==> config.mk <==
export PLATFORM = sky130hd
export DESIGN_NAME = rtpsrb_cell
export DESIGN_NICKNAME = d
export VERILOG_FILES = /design/src/rtl/rtp_sequence_reorder_buffer_defines.svh /design/src/rtl/rtpsrb_pkg.sv /design/src/rtl/rtpsrb_cell.sv
export SDC_FILE = /design/constraint.sdc
export NUM_CORES = 1
export LEC_CHECK = 0
export BUFFER_PORTS_ARGS = -buffer_cell sky130_fd_sc_hd__buf_2
export CORE_AREA = 4 4 108 110
export CTS_CLUSTER_SIZE = 10
export DETAILED_ROUTE_END_ITERATION = 8
export DIE_AREA = 0 0 112 114
export GPL_ROUTABILITY_DRIVEN = 0
export PLACE_DENSITY = 0.72
export SYNTH_ARGS = -nofsm -noshare
export SYNTH_HDL_FRONTEND = slang
export SYNTH_SLANG_ARGS = --single-unit
==> constraint.sdc <==
create_clock -name clk_i -period 1.8 [get_ports clk_i]
set_input_delay 0.36 -clock clk_i [delete_from_list [all_inputs] [get_ports clk_i]]
set_output_delay 0.36 -clock clk_i [all_outputs]
set_load 0.05 [all_outputs]
==> src/rtl/rtp_sequence_reorder_buffer_defines.svh <==
// ----------------------------------------------------------------------------
// RTP sequence reorder buffer: assertion macros
// Shared property shorthands for the reorder buffer RTL.
// ----------------------------------------------------------------------------
`ifndef RTP_SEQUENCE_REORDER_BUFFER_DEFINES_SVH
`define RTP_SEQUENCE_REORDER_BUFFER_DEFINES_SVH

// Same-cycle implication, checked on every clock edge out of reset.
`define RSRB_ASSERT_NOW(lbl, ante, cons, msg) \
  lbl: assert property (@(posedge clk_i) disable iff (!rst_ni) (ante) |-> (cons)) \
    else $error(msg);

// Next-cycle implication.
`define RSRB_ASSERT_NEXT(lbl, ante, cons, msg) \
  lbl: assert property (@(posedge clk_i) disable iff (!rst_ni) (ante) |=> (cons)) \
    else $error(msg);

`endif

==> src/rtl/rtpsrb_pkg.sv <==
// ----------------------------------------------------------------------------
// rtpsrb_pkg
// Types and constants shared by the RTP reorder buffer modules.
// ----------------------------------------------------------------------------
`default_nettype none

package rtpsrb_pkg;

  localparam int unsigned MaxWindowDef = 32;
  localparam int unsigned MaxRecords   = 36;

  localparam logic [6:0]  PtReset    = 7'd96;
  localparam logic [5:0]  WinReset   = 6'd16;
  localparam logic [31:0] DelayReset = 32'd1000;

  typedef enum logic [1:0] {
    KIND_PKT   = 2'd0,
    KIND_TICK  = 2'd1,
    KIND_RESET = 2'd2,
    KIND_NONE  = 2'd3
  } kind_e;

  typedef enum logic [2:0] {
    REC_RELEASE = 3'd0,
    REC_DISC    = 3'd1,
    REC_DUP     = 3'd2,
    REC_CFG_ERR = 3'd3,
    REC_NONE    = 3'd4
  } rec_type_e;

  typedef enum logic [1:0] {
    RSN_PT   = 2'd0,
    RSN_SSRC = 2'd1,
    RSN_GAP  = 2'd2
  } reason_e;

  typedef enum logic [1:0] {
    CFG_PT    = 2'd0,
    CFG_WIN   = 2'd1,
    CFG_DELAY = 2'd2
  } cfg_idx_e;

  typedef struct packed {
    logic [15:0] seq;
    logic [15:0] handle;
    logic [47:0] arrival;
  } entry_t;

  // controls common to every cell of the ring
  typedef struct packed {
    logic shift;
    logic clear;
  } cell_ctl_t;

  typedef struct packed {
    logic [2:0]  rtype;
    logic [1:0]  reason;
    logic [15:0] first_seq;
    logic [15:0] last_seq;
    logic [15:0] handle;
    logic        tlast;
  } rec_t;

endpackage

`default_nettype wire

==> src/rtl/rtpsrb_cell.sv <==
// ----------------------------------------------------------------------------
// rtpsrb_cell
// One held-packet slot of the ring; shifts to its neighbor while scanning.
// ----------------------------------------------------------------------------
`default_nettype none

module rtpsrb_cell import rtpsrb_pkg::*; (
  input  logic        clk_i,
  input  logic        rst_ni,
  input  cell_ctl_t   ctl_i,
  input  logic        ins_i,
  input  logic        kill_i,
  input  entry_t      ins_ent_i,
  input  logic        nb_valid_i,
  input  entry_t      nb_ent_i,
  input  logic [15:0] exp_seq_i,
  input  logic [15:0] pkt_seq_i,
  output logic        valid_o,
  output entry_t      ent_o,
  output logic        hit_exp_o,
  output logic        hit_pkt_o
);

  logic   valid_q;
  entry_t ent_q;

  always_ff @(posedge clk_i or negedge rst_ni) begin
    if (!rst_ni) begin
      valid_q <= 1'b0;
    end else if (ctl_i.clear || kill_i) begin
      valid_q <= 1'b0;
    end else if (ctl_i.shift) begin
      valid_q <= nb_valid_i;
    end else if (ins_i) begin
      valid_q <= 1'b1;
    end
  end

  always_ff @(posedge clk_i) begin
    if (ctl_i.shift) begin
      ent_q <= nb_ent_i;
    end else if (ins_i) begin
      ent_q <= ins_ent_i;
    end
  end

  assign valid_o   = valid_q;
  assign ent_o     = ent_q;
  assign hit_exp_o = valid_q && (ent_q.seq == exp_seq_i);
  assign hit_pkt_o = valid_q && (ent_q.seq == pkt_seq_i);

endmodule

`default_nettype wire

Yosys cells after proc, flatten, opt, wreduce, memory -nomap -nowiden
Cells that the tools add are included.
Storage, ports and cells
  register bits after elaboration: 81
  input port bits: 199
  output and inout bits: 83
  logic and storage cells: 16
Cells by class
  equality and inequality tests: 2
  mux-type cells: 5
  reduce and logical (&&, ||, !) cells: 5
Operators by type and width (number)
  $mux W80: 2
  $eq A16 B16 Y1: 2
  $mux W1: 3
  $reduce_bool A3 Y1: 1
  $logic_and A1 B1 Y1: 2
  $reduce_bool A2 Y1: 1
  $logic_or A1 B1 Y1: 1

Longest topological paths before layout
Gate-level depths: netlist of run 1.
  word-level depth: 3
  depth in mapped cells: 5
  gate-level depth less buffers: 4

Worst setup path after synthesis of run 1
OpenSTA, ideal clock, no wires.
  path type: register to output
  from: register ent_q (netlist bit ent_o[77])
  to: output hit_exp_o
  arrival: 2.196 ns
  data required time: 1.440 ns
  slack: -0.756 ns
  cell stages (with the launch flop): 5
  buffers on the path: 0
  cells stage by stage: edfxtp_1 xor2_1 nor4_1 nand4_1 nor4_2
On the way
  word-level cells in the longest chain between the ends: 2
Ends and longest elaborated chain
  start, declared: line rtpsrb_cell.sv:25  | entry_t ent_q;
  start signal, assigned: line rtpsrb_cell.sv:41  | ent_q <= nb_ent_i;
  start signal, assigned: line rtpsrb_cell.sv:43  | ent_q <= ins_ent_i;
  $eq A16 B16 Y1: line rtpsrb_cell.sv:49  | assign hit_exp_o = valid_q && (ent_q.seq == exp_seq_i);
  $logic_and A1 B1 Y1: line rtpsrb_cell.sv:49
  end, declared: line rtpsrb_cell.sv:20  | output logic hit_exp_o,
No other way between the ends.

Worst setup path in the final report of run 1
  from: register ent_q (netlist bit ent_o[72])
  to: output hit_exp_o
Same word-level chain as after synthesis.

==> reports/metrics.yaml, run 1 <==
fin_area_um2: 5660
cts-buffers-inserted: 9
hold_viol_final: 0
drc: 0
critPathMaxFanout: 2
endpoint_kind: "primary output"
clk_pin_slew_ps: 70
drive_gt1_share_pct: 75.0
cap_violations: 0
syn_nets: 417
relSlewSlack_pct: 71.7
drtIter0Drc: 112
drv_slew: 0
fp.dieW_um: 112
die_area_um2: 12800
cts_max_level: 3
r2r_start: "valid_o$_DFFE_PN0P_"
setup.worst_path.start: "ent_o[72]$_DFFE_PP_"
grt_max_degree: 36
r2r_end: "valid_o$_DFFE_PN0P_"
power.leakage_nw: 2.54
viasPerCell: 4.53
finalCriticalPeriod_ps: 2170
post-synth-top-area-cell: "edfxtp_1"
ys_warn_count: 0
synth_seq_cells: 81
violations: "setup timing"
min_period_over_period_pct: 121
io_buffers: 281
hpwl_um: 9080
fin_setup_tns_ps: -692
arrival_ps: 1810
drt.antenna.violating_nets: 0
layout.nets: 715
cts_tree: "built"
synth_top_area_share_pct: 63.9
postPlaceCellArea_um2: 5450
worstSetupStartpointType: "flop"
postSynthAreaPerCell_um2: 17.2
rsz0062_at_grt: "true"
coreArea_um2: 10700
setup_viol: 2
synth_cell_types: 14
routed_wl_um: 11200
worstMarginPinSlew_ps: 424
clockRootBuffer: "clkbuf_8"
overflow: 0
cts_sinks: 81
hold_path_class: "in -> reg"
wl_per_cell_um: 16.9
layout_commonest_cell: "buf_2"
layout_setup_ws_ps: -371
synth_cells: 218
layout_common_cells: "buf_2 (278), mux2_2 (80), edfxtp_1 (80), xnor2_1 (24), buf_4 (11)"
worstSetupPathType: "reg -> out"
antenna_cells: 0
area_delta_synth_final_pct: 50.5
vias: 2997
cp-endpoint: "hit_exp_o"
skew_ps: 0
fmax_ghz: 0.461
grt_pass1_wl_um: 16600
num_rows: 38
grt.total_usage_pct: 16.8
grt_pass1_vias: 3341
outcome: "complete, but fails checks"
yosysSeqAreaShare_pct: 64.6
num-fill-cells: 932
cts_max_path_buffers: 2
worst_ir_drop_vdd_v: 0.000438
antenna_found_initial: 0
yosys-top-cells-area: "edfxtp_1 (64%), mux2_2 (24%), xnor2_1 (5.6%)"
drtPass1Iterations: 4
insertion_delay_ps: 330
die_h_um: 114
r2r_cells: 2
start_util_pct: 35.1
synth.cell_area_um2: 3760
ff2ff_setup_slack_ps: 1060
power.density_nw_per_um2: 904
pin_count: 282
cp.required_ps: 1440
how the worst min path moves through the flow:
stage                          endpoint  slack [ps]  cells after the start    from
CTS                 valid_o$_DFFE_PN0P_         150                      2  kill_i
global route        valid_o$_DFFE_PN0P_         150                      2  kill_i
finish              valid_o$_DFFE_PN0P_         180                      2  kill_i
floorplan           valid_o$_DFFE_PN0P_          60                      0  rst_ni
detailed placement  valid_o$_DFFE_PN0P_         140                      1  rst_ni
global placement    valid_o$_DFFE_PN0P_         140                      1  rst_ni
flip-flops by register name (all words and copies together), names as in the netlist:
register and count:
ent_o 80, valid_o 1
final cells by class:
type	count	area, um^2	area share (%)
flip-flops and latches	81	2430	42.9
repair buffers	296	1590	28.0
multi-input cells	127	1300	23.0
well taps	140	175	3.10
clock buffers	10	128	2.26
clock inverters	6	35.0	0.619
inverters	1	3.75	0.0664
per-stage QoR:
step | power, mW | hold slack, ps | util [%] | std cells | setup WS [ps]
5_1_grt | 5.33 | 154 | 52.9 | 661 | -469
4_1_cts | 5.18 | 148 | 52.9 | 661 | -407
3_5_place_dp | 4.02 | 138 | 50.9 | 641 | -117
2_1_floorplan | 3.48 | 64.4 | - | 218 | -390
3_3_place_gp | 3.99 | 137 | 50.9 | 641 | -88.9
6_report | 5.11 | 179 | 52.9 | 661 | -371
worst max-delay path: stages (launching register included):
cell and delay, ps:
edfxtp_1 410, xor2_1 190, nor4_1 290, nand4_1 190, nor4_4 190, buf_6 190
cells by family after synthesis:
family	after synthesis	share of synthesized area, %
DFF	81	64.6
AOI/OAI and AO/OA	1	0.167
xor gates and xnor gates	32	7.46
buffers and inverters	10	1.30
and+or+nand+nor	14	2.50
muxes	80	24.0
Yosys cell counts:
| cell type | instances |
|---|---|
| or2_2 | 1 |
| xor2_1 | 8 |
| nor4_2 | 2 |
| inv_1 | 1 |
| buf_2 | 9 |
| xnor2_1 | 24 |
| nand4_1 | 6 |
| nor3_1 | 1 |
| mux2_2 | 80 |
| dfrtp_1 | 1 |
| edfxtp_1 | 80 |
| nor4_1 | 2 |
| nand2_1 | 2 |
| o22ai_1 | 1 |
routing by layer:
layer	vias to the layer above	track usage (%)	part of all wire, %
met3	26	6.42	11
met5	-	0	0
met2	188	29.7	51
met1	1354	17.2	35
met4	0	9.13	3.6
li1	1429	-	-
where the power goes:
group,internal (mW),total (mW),switching [mW]
combinational,0.522,1.58,1.06
sequential,2.31,2.40,0.0842
clock,0.490,1.14,0.648
total,3.32,5.11,1.79
repair_timing:
| item | in CTS | in global routing |
|---|---|---|
| pin swaps | 4 | 2 |
| hold endpoints to repair | 1 | 0 |
| hold buffers | 1 | 0 |
| resized for setup | 4 | 0 |
| setup buffers | 3 | 0 |
| endpoints found under the setup margin | 2 | 2 |
Note: power is estimated with default switching activity, not from simulation.
==> run 2, diff against run 1 <==
==> constraint.sdc (replaced) <==
create_clock -name clk_i -period 1.8 [get_ports clk_i]
set_input_delay 0.27 -clock clk_i [delete_from_list [all_inputs] [get_ports clk_i]]
set_output_delay 0.27 -clock clk_i [all_outputs]
set_load 0.05 [all_outputs]
==> run 2 against run 1 <==
The run still ends with setup timing left. Power rose by 10%. Final area increased by 0.53%. Die area unchanged. Combinational power about the same. Clock-buffer cell count unchanged. Clock power rose by 47%. Maximum frequency is 8.2% higher. Setup slack better by 160 ps. Utilization up 0.28 points.
==> reports/metrics.yaml, run 2 (synthesis gave the netlist of run 1 again) <==
worstSetupPathType: "reg -> out"
hold_path_class: "in -> reg"
clk_pin_slew_ps: 80  # about the same
num_rows: 38  # unchanged
critPathMaxFanout: 2  # unchanged
wl_per_cell_um: 16.5  # -2.2%
cap_violations: 0  # unchanged
endpoint_kind: "primary output"
p_seq_share_pct: 42.5  # -4.4 points
area_delta_synth_final_pct: 51.3
cts_max_path_buffers: 2  # unchanged
start_util_pct: 35.1  # unchanged
grt.total_usage_pct: 16.4  # -0.43 points
power.internal_mw: 3.88  # +17%
p_switching_mw: 1.76  # -1.9%
path_buf_inv: 1  # unchanged
drv_slew: 0  # unchanged
critPathTopFamily: "simple AND/OR/NAND/NOR gates"
hold_slack_ps: 103  # -75.6 ps
drc: 0  # unchanged
layout_commonest_cell: "buf_2"
cts_max_level: 3  # unchanged
viasPerCell: 4.52  # -0.24%
layout_setup_ws_ps: -207  # +164 ps
grt_max_degree: 82  # +130%
crit_path_cell_trace: "xor2_1, nor4_1, nand4_1, nor4_4, buf_6"
power.leakage_nw: 2.56  # +0.61%
cts_sinks: 81  # unchanged
die_h_um: 114  # unchanged
drtIter0Drc: 80  # -29%
postPlaceCellArea_um2: 5390  # -1.1%
fin_area_um2: 5690  # +0.53%
routed_wl_um: 10800  # -3.2%
crit_cells: 5  # unchanged
cp_slowest_stage_delay_ps: 430  # +20 ps
min_period_over_period_pct: 112  # -9.1 points
drt.antenna.violating_nets: 0  # unchanged
switching_share_pct: 31.2  # -3.8 points
worst_ir_drop_vdd_v: 0.000447  # +2.0%
outcome: "complete, but fails checks"
io_buffers: 281  # unchanged
drive_gt1_share_pct: 75.3  # +0.24 points
overflow: 0  # unchanged
layout.nets: 709  # -0.84%
fmax_ghz: 0.498  # +8.2%
power.density_nw_per_um2: 990  # +9.6%
arrival_ps: 1740  # -70 ps
cts-buffers-inserted: 9  # unchanged
finalCriticalPeriod_ps: 2010  # -164 ps
vias: 2958  # -1.3%
rsz0062_at_grt: "true"
clockRootBuffer: "clkbuf_8"
fp.dieW_um: 112  # unchanged
grt_pass1_wl_um: 16200  # -2.3%
critPathSlowestCell: "edfxtp_1"
relSlewSlack_pct: 68.7  # -3.0 points
cts_tree: "built"
antenna_found_initial: 0  # unchanged
worstMarginPinSlew_ps: 469  # +44.7 ps
grt_pass1_vias: 3268  # -2.2%
violations: "setup timing"
dp_slack_ps: 45.9  # +163 ps
insertion_delay_ps: 330  # about the same
coreArea_um2: 10700  # unchanged
r2r_cells: 2  # unchanged
worstSetupStartpointType: "flop"
drtPass1Iterations: 4  # unchanged
skew_ps: 0  # unchanged
pin_count: 282  # unchanged
setup_viol: 2  # unchanged
cp.required_ps: 1530  # +90 ps
largest_register_ff_count: 80  # unchanged
die_area_um2: 12800  # unchanged
hold_viol_final: 0  # unchanged
layout_common_cells: "buf_2 (278), mux2_2 (80), edfxtp_1 (80), xnor2_1 (24), clkbuf_8 (9)"
antenna_cells: 0  # unchanged
whs_path_depth: 2  # unchanged
power_frac_clock_pct: 29.8  # +7.5 points
fin_setup_tns_ps: -410  # +282 ps
hpwl_um: 8800  # -3.1%
combPwrFrac_pct: 27.7  # -3.2 points
[run 2: path summary, 6_finish.rpt]
check | endpoint | from | slack (ps)
min in group asynchronous | valid_o$_DFFE_PN0P_ | rst_ni | 240
max in group asynchronous | valid_o$_DFFE_PN0P_ | rst_ni | 1470
max | hit_pkt_o | ent_o[75]$_DFFE_PP_ | -210
min | valid_o$_DFFE_PN0P_ | kill_i | 100
min reg2reg | valid_o$_DFFE_PN0P_ | valid_o$_DFFE_PN0P_ | 650
max reg2reg | valid_o$_DFFE_PN0P_ | valid_o$_DFFE_PN0P_ | 1050
[run 2: final cells by class]
class / instances / area [um^2]
clock buffer: 10 / 128
clock inverter: 5 / 129
tap: 140 / 175
multi-input combinational: 127 / 1310
timing repair buffer: 290 / 1520
inverter: 1 / 3.75
sequential: 81 / 2430
fill: 919 / 5010
[run 2: worst register-to-register path: cells and delay by family, from the launching register on]
family	cells	cell delay [ps]
simple gates	1	180
compound gates	1	90
flops	1	400
[run 2: power by group through the flow]
| stage | clock network [mW] | registers (mW) | logic [mW] |
|---|---|---|---|
| global route | 1.82 | 2.42 | 1.64 |
| floorplan | 0 | 3.17 | 0.307 |
| global placement | 0 | 2.43 | 1.55 |
| detailed placement | 0 | 2.44 | 1.56 |
| finish | 1.68 | 2.39 | 1.56 |
| CTS | 1.75 | 2.40 | 1.57 |
[run 2: per-stage QoR]
stage          power [mW]  std cells  util, %
6_report             5.63        654     53.2
5_1_grt              5.87        654     53.2
4_1_cts              5.72        654     53.1
3_5_place_dp         4.00        636     50.4
3_3_place_gp         3.98        636     50.4
2_1_floorplan        3.48        218        -
[run 2: what timing repair did]
item / in CTS / in global routing
hold buffers: 1 / 0
endpoints found under the hold margin: 1 / 0
setup buffers: 2 / 0
resized for setup: 4 / 1
pin swaps: 2 / 1
endpoints found under the setup margin: 2 / 2
[run 2: metal layers]
| metal | track usage (%) | vias up | wire [um] | part of all wire [%] |
|---|---|---|---|---|
| met5 | 0 | - | 0 | 0 |
| met4 | 5.29 | 0 | 186 | 1.7 |
| met3 | 6.21 | 17 | 1180 | 11 |
| met2 | 30.0 | 185 | 5740 | 53 |
| met1 | 17.4 | 1338 | 3700 | 34 |
| li1 | - | 1418 | - | - |
